## config.mk

```make
export PLATFORM = sky130hd
export DESIGN_NAME = cnp_queue
export DESIGN_NICKNAME = d
export VERILOG_FILES = /design/src/rtl/core/cnp_pkg.sv /design/src/rtl/core/cnp_queue.sv
export SDC_FILE = /design/constraint.sdc
export NUM_CORES = 2
export LEC_CHECK = 0
export ABC_AREA = 1
export ABC_CLOCK_PERIOD_IN_PS = 31000
export BUFFER_PORTS_ARGS = -buffer_cell sky130_fd_sc_hd__buf_2
export CORE_MARGIN = 10
export CORE_UTILIZATION = 25
export CTS_CLUSTER_DIAMETER = 40
export CTS_CLUSTER_SIZE = 30
export DETAILED_ROUTE_END_ITERATION = 10
export PLACE_DENSITY = 0.5
export SLEW_MARGIN = 30
export SYNTH_ARGS = -nofsm -noshare
export SYNTH_HDL_FRONTEND = slang
export SYNTH_SLANG_ARGS = --single-unit
```

## constraint.sdc

```tcl
create_clock -name clk -period 31 [get_ports clk]
set_clock_uncertainty 0.15 [all_clocks]
set_input_delay 7.75 -clock clk [delete_from_list [all_inputs] [get_ports clk]]
set_output_delay 7.75 -clock clk [all_outputs]
set_load 0.03 [all_outputs]
```

## src/rtl/core/cnp_pkg.sv

```systemverilog
// Shared types, widths and codes for the capsule nearest-point block.
// No dependencies; every other file in rtl/core imports this package.
package cnp_pkg;

  // Coordinate and datapath widths
  localparam int CW  = 32;        // coordinate, signed fixed point
  localparam int DW  = CW + 1;    // coordinate difference
  localparam int PW  = 2 * DW;    // product of two differences
  localparam int SW  = PW + 1;    // dot product (sum of two products)
  localparam int RW  = CW - 1;    // radius, unsigned
  localparam int QW  = DW;        // quotient / root width
  localparam int NW  = QW + PW;   // dividend width
  localparam int LAT = QW;        // divider and root stage count, one bit per stage

  // Configuration register indexes
  localparam int CFG_AW = 3;
  localparam logic [CFG_AW-1:0] REG_START_X = CFG_AW'(0);
  localparam logic [CFG_AW-1:0] REG_START_Y = CFG_AW'(1);
  localparam logic [CFG_AW-1:0] REG_END_X   = CFG_AW'(2);
  localparam logic [CFG_AW-1:0] REG_END_Y   = CFG_AW'(3);
  localparam logic [CFG_AW-1:0] REG_RADIUS  = CFG_AW'(4);

  // Front-to-back queue
  localparam int QDEPTH  = 8;
  localparam int QAW     = $clog2(QDEPTH);
  localparam int QCW     = QAW + 1;
  localparam int FSTAGES = 4;
  localparam int FSW     = $clog2(FSTAGES + 1);
  typedef logic [QCW:0] occ_t;

  // Which disc center an item is pulled toward
  typedef enum logic [1:0] {
    CLS_START = 2'd0,
    CLS_END   = 2'd1,
    CLS_PROJ  = 2'd2
  } cls_t;

  typedef struct packed {
    logic signed [CW-1:0] sx;
    logic signed [CW-1:0] sy;
    logic signed [CW-1:0] ex;
    logic signed [CW-1:0] ey;
    logic [RW-1:0]        rad;
    logic signed [DW-1:0] dx;
    logic signed [DW-1:0] dy;
  } cfg_t;

  typedef struct packed {
    logic signed [CW-1:0] qx;
    logic signed [CW-1:0] qy;
    logic [PW-1:0]        dotm;
    logic [PW-1:0]        l2;
    cls_t                 cls;
  } item_t;

  typedef struct packed {
    logic  vld;
    item_t item;
  } xfer_t;

endpackage

```

## src/rtl/core/cnp_queue.sv

```systemverilog
// Short FIFO between front and back; drains one entry per cycle.
// Depends on cnp_pkg.
module cnp_queue import cnp_pkg::*; (
  input  logic           clk,
  input  logic           rst_n,
  input  xfer_t          push,
  output xfer_t          pop,
  output logic [QCW-1:0] cnt
);

  item_t          mem [0:QDEPTH-1];
  logic [QAW-1:0] wr_ptr_r, rd_ptr_r;
  logic [QCW-1:0] cnt_r;
  logic           pop_v_r;
  item_t          pop_item_r;
  logic           do_pop;

  assign do_pop = cnt_r != '0;

  always_ff @(posedge clk) begin
    if (!rst_n) begin
      wr_ptr_r <= '0;
      rd_ptr_r <= '0;
      cnt_r    <= '0;
      pop_v_r  <= 1'b0;
    end else begin
      if (push.vld) wr_ptr_r <= wr_ptr_r + QAW'(1);
      if (do_pop) rd_ptr_r <= rd_ptr_r + QAW'(1);
      cnt_r   <= cnt_r + QCW'(push.vld) - QCW'(do_pop);
      pop_v_r <= do_pop;
    end
  end

  always_ff @(posedge clk) begin
    if (push.vld) mem[wr_ptr_r] <= push.item;
    pop_item_r <= mem[rd_ptr_r];
  end

  assign pop.vld  = pop_v_r;
  assign pop.item = pop_item_r;
  assign cnt      = cnt_r;

endmodule

```

### After elaboration in Yosys (flattened, before gate mapping)

Memory sizes are Yosys's and may differ from the RTL's. A register that Yosys moved wholly into a read port is not among the register bits.
Cells that the tools add are included.

* bits in registers: 11
* bits in writable memories: 1584
* input bits: 201
* output and inout bits: 203
* word-level logic and storage cells: 12
* memories: 1

* $add $sub $neg: 4
* mux-type cells: 2
* reduce and logical (&&, ||, !) cells: 1

Memory list
* mem: depth 8, width 198, rd ports 1, clocked after Yosys merged registers in 1, wr ports 1, line cnp_queue.sv:11 `item_t mem [0:QDEPTH-1];`

Operators by type and width (number)
* $add 3x1->3 const B: 2
* $add 4x1->4: 1
* $reduce_bool 4->1: 1
* $sub 4x1->4: 1
* $mux 1: 2

### Logic depth before layout (Yosys ltp)

* word-level depth: 2
* gate-level depth with buffers: 11
* mapped depth without buffers: 11

### Worst setup path before layout

OpenSTA, ideal clock, no wires.

* path kind: in2reg
* start: in push[198] in the netlist's numbering
* end: mem mem[0][0] in the netlist's numbering (enable)
* arrival time: 16.328 ns
* slack: 13.763 ns
* cell stages on the path: 3
* buffers on the path: 0
* cells stage by stage: inv_1 or2_2 nor2_1

* longest elaborated chain between the ends: 2

RTL lines
* start, declared: line cnp_queue.sv:6 `input xfer_t push,`
* $mux 1: line cnp_queue.sv:35 `if (push.vld) mem[wr_ptr_r] <= push.item;`
* $mux 1 (not written as such): line cnp_queue.sv:35
* end, declared: line cnp_queue.sv:11

No other way between the ends.

### Final worst setup path

* start: in push[198] in the netlist's numbering
* end: mem mem[4][93] in the netlist's numbering (enable)

The elaborated chain is that of the path after synthesis.

==> metrics.md <==
| Metric | Value |
|---|---|
| Outcome | `completed` |
| Port buffer count | `403` |
| Comb pwr share | `a little under a quarter` |
| Longest Clk Path Bufs | `4` |
| Worst-Skew Late Latency | `0.85 ns` |
| Vias per cell | `around 4.0` |
| Placed Area | `about 80000 sq um` |
| CTS tree | `done` |
| Clk sink count | `1793` |
| Crit-path max cell delay | `between 0.7 and 0.8 ns` |
| Met2 wire len | `between 80000 and 90000 um` |
| Sequential area share after synthesis | `70.7%` |
| Final Hold Fails | `0` |
| DR iter-0 viols | `3020` |
| Synth warn | `0` |
| Critical Path End Type | `register` |
| Critical Path Slowest Stage Cell | `buf_4` |
| Area Overhead vs Synth | `22.9%` |
| Clock slew at reported path FFs | `0.05 ns` |
| Vias | `47312` |
| Cells along the critical path | `buf_2, inv_1, or2_2, nor2_4, buf_4, buf_4, buf_4, buf_4` |
| H-Tree Depth | `5` |
| Crit path max fanout | `46` |
| WS Path Type | `input pin to register` |
| Share of layout cells above drive strength 1 | `around an eighth` |
| Utilization after layout | `30.9%` |
| Initial core utilization | `25.1%` |
| IO Pins | `404` |
| Commonest non-fill, non-tap cells in the layout | `2586 x nand2_1, 1599 x inv_1, 1584 x edfxtp_1` |
| Rel. slew slack | `between 30% and 40%` |
| Synth Flop Type | `edfxtp_1` |
| Clock Root Buffer | `clkbuf_16` |
| Final Max Tran Viols | `0` |
| First-pass GRT wire length | `289000 um` |
| Final period utilization | `35.3%` |
| Count of cell types in the netlist | `16` |
| Uppermost routed layer | `met5` |
| Avg WL per Cell | `around 16 um` |
| PostCTS Resize Cnt | `0` |
| Pin count of the biggest net entering global routing | `154` |
| Setup TNS | `0 ns` |
| Net Switching | `2.79 mW` |
| Static Leakage | `40.2 nW` |
| Total GRT Usage | `11.7%` |
| Pwr dens | `around 92 nW/um^2` |
| Worst Setup Start Kind | `input pin` |
| Met1 WL | `89700 um` |
| CTS Buf Count | `between 300 and 400` |
| Setup violators final | `0` |
| Power Total | `just over 8 mW` |
| Chip height | `561 um` |
| Share of total power in the clock network | `40.9%` |
| Seq pwr share | `35.1%` |
| GR Overflow Total | `0` |
| Syn Nets | `7330` |
| Core area | `291000 sq um` |
| Most common cell after layout, fill and taps aside | `nand2_1` |
| DP HPWL | `roughly 110000 um` |
| Slew @ Worst Pin | `0.996 ns` |
| Gate Count Post-Synth | `~7100` |
| Die width | `about 560 um` |
| DRT Pass-1 Iters | `7` |
| Die ar. | `315000 sq um` |
| Minimum clock period | `around 11 ns` |
| Seq cells post-synth | `1793` |
| Most frequent CP cell | `buf_4` |
| Unrepaired setup endpoints after global routing | `false` |
| Final Wtd Congestion | `around 0.75` |
| Drt total wl | `between 150000 and 200000 um` |
| Post-Syn Area | `73200 sq um` |
| Met3 wire len | `about 14000 um` |
| Synth async-reset ratio | `0%` |
| Mapped Avg Cell Area | `10.3 sq um` |
| Vias in the first global route | `~46000` |
| Post-route DRC violation count | `0` |
| Initial antenna violation count | `96` |
| Switching part of the total | `about a third` |
| Design Area, Final | `between 80000 and 90000 sq um` |
| Max-Cap Viols | `0` |
| Worst Path Required | `31.31 ns` |
| Number of synthesized flops with an enable pin | `1584` |
| Arr. time, crit path | `11.25 ns` |
| Hold/Removal Path Class | `register to register` |
| Max VDD drop | `0.0690 mV` |
| Max Clk Rate | `91.4 MHz` |
| Antenna Nets Post-Route | `0` |
| Post-CTS Setup Inserts | `0` |
| Hold-fix buffers at CTS | `0` |
| Layout net count | `about 7800` |
| Row Count | `around 200` |
| Internal power | `5.46 mW` |
-- kinds of logic after synthesis --
family | count (synthesis) | synth area share (%)
buffers and inverters | 1909 | 10.2
adders and majority gates | 8 | 0.147
DFF | 1793 | 70.7
AOI/OAI and AO/OA | 11 | 0.0752
and+or+nand+nor | 3400 | 18.8
-- state kept, by name (all words and copies together), names as in the netlist --
signal	count
cnt	4
pop	198
wr_ptr_r	3
rd_ptr_r	3
pop_v_r	1
mem	1584
-- layout make-up --
cell class / count / area [sq um]
diodes: 22 / 55.1
clock buffers: 360 / 8160
clock inverters: 201 / 2320
fillers: 29521 / 201000
inverters: 1602 / 6040
multi-input cells: 3419 / 14000
flip-flops and latches: 1793 / 51800
well taps: 3900 / 4880
repair buffers: 473 / 2700
-- routing by layer --
layer / vias up / GRT usage [%]
li1: 23209 / -
met1: 22423 / 16.2
met3: 411 / 3.26
met4: 58 / 3.35
met5: - / 0
met2: 1211 / 18.0
-- stage by stage --
stage / cells / setup WS (ns) / hold slack, ns
5_1_grt: 11752 / 19.88 / 0.387
3_5_place_dp: 11184 / 19.11 / 0.359
6_report: 11770 / 20.06 / 0.372
2_1_floorplan: 7121 / 13.76 / 0.318
3_3_place_gp: 11184 / 19.07 / 0.365
4_1_cts: 11745 / 20.06 / 0.367
-- final timing paths --
| kind | startpoint | end | slack [ns] | cells after the start |
|---|---|---|---|---|
| worst min-delay path | wr_ptr_r[0] | wr_ptr_r[0] | 0.37 | 2 |
| worst min register to register | wr_ptr_r[0] | wr_ptr_r[0] | 0.37 | 2 |
| worst max-delay path | push[198] | mem[4][93] | 20.06 | 8 |
| worst max register to register | rd_ptr_r[1] | pop[32] | 26.32 | 8 |
-- cell usage after synthesis (2+ instances only) --
library cell | n | area, sq um
clkbuf_1 | 49 | 184
buf_1 | 25 | 93.8
inv_2 | 3 | 11.3
o21ai_0 | 5 | 25.0
nor2_1 | 17 | 63.8
or2_2 | 2 | 12.5
inv_1 | 1599 | 6000
ha_1 | 7 | 87.6
dfxtp_1 | 209 | 4180
buf_2 | 220 | 1100
nand2_1 | 2586 | 9710
nand3_1 | 795 | 3980
buf_4 | 13 | 97.6
a21oi_1 | 6 | 30.0
edfxtp_1 | 1584 | 47600
-- power by group through the flow --
| stage | clock, mW | sequential, mW | combinational (mW) |
|---|---|---|---|
| 2_1_floorplan | 0 | 3.22 | 1.05 |
| 3_3_place_gp | 0 | 2.94 | 2.01 |
| 3_5_place_dp | 0 | 2.94 | 2.01 |
| 4_1_cts | 3.45 | 2.90 | 2.02 |
| 5_1_grt | 3.57 | 2.91 | 2.21 |
| 6_report | 3.37 | 2.89 | 1.98 |
-- critical path, delay by kind of cell --
kind	cells	cell delay, ns
buffers and inverters	6	2.88
AND/OR/NAND/NOR	2	0.49
Power figures use the tool's default switching activity.
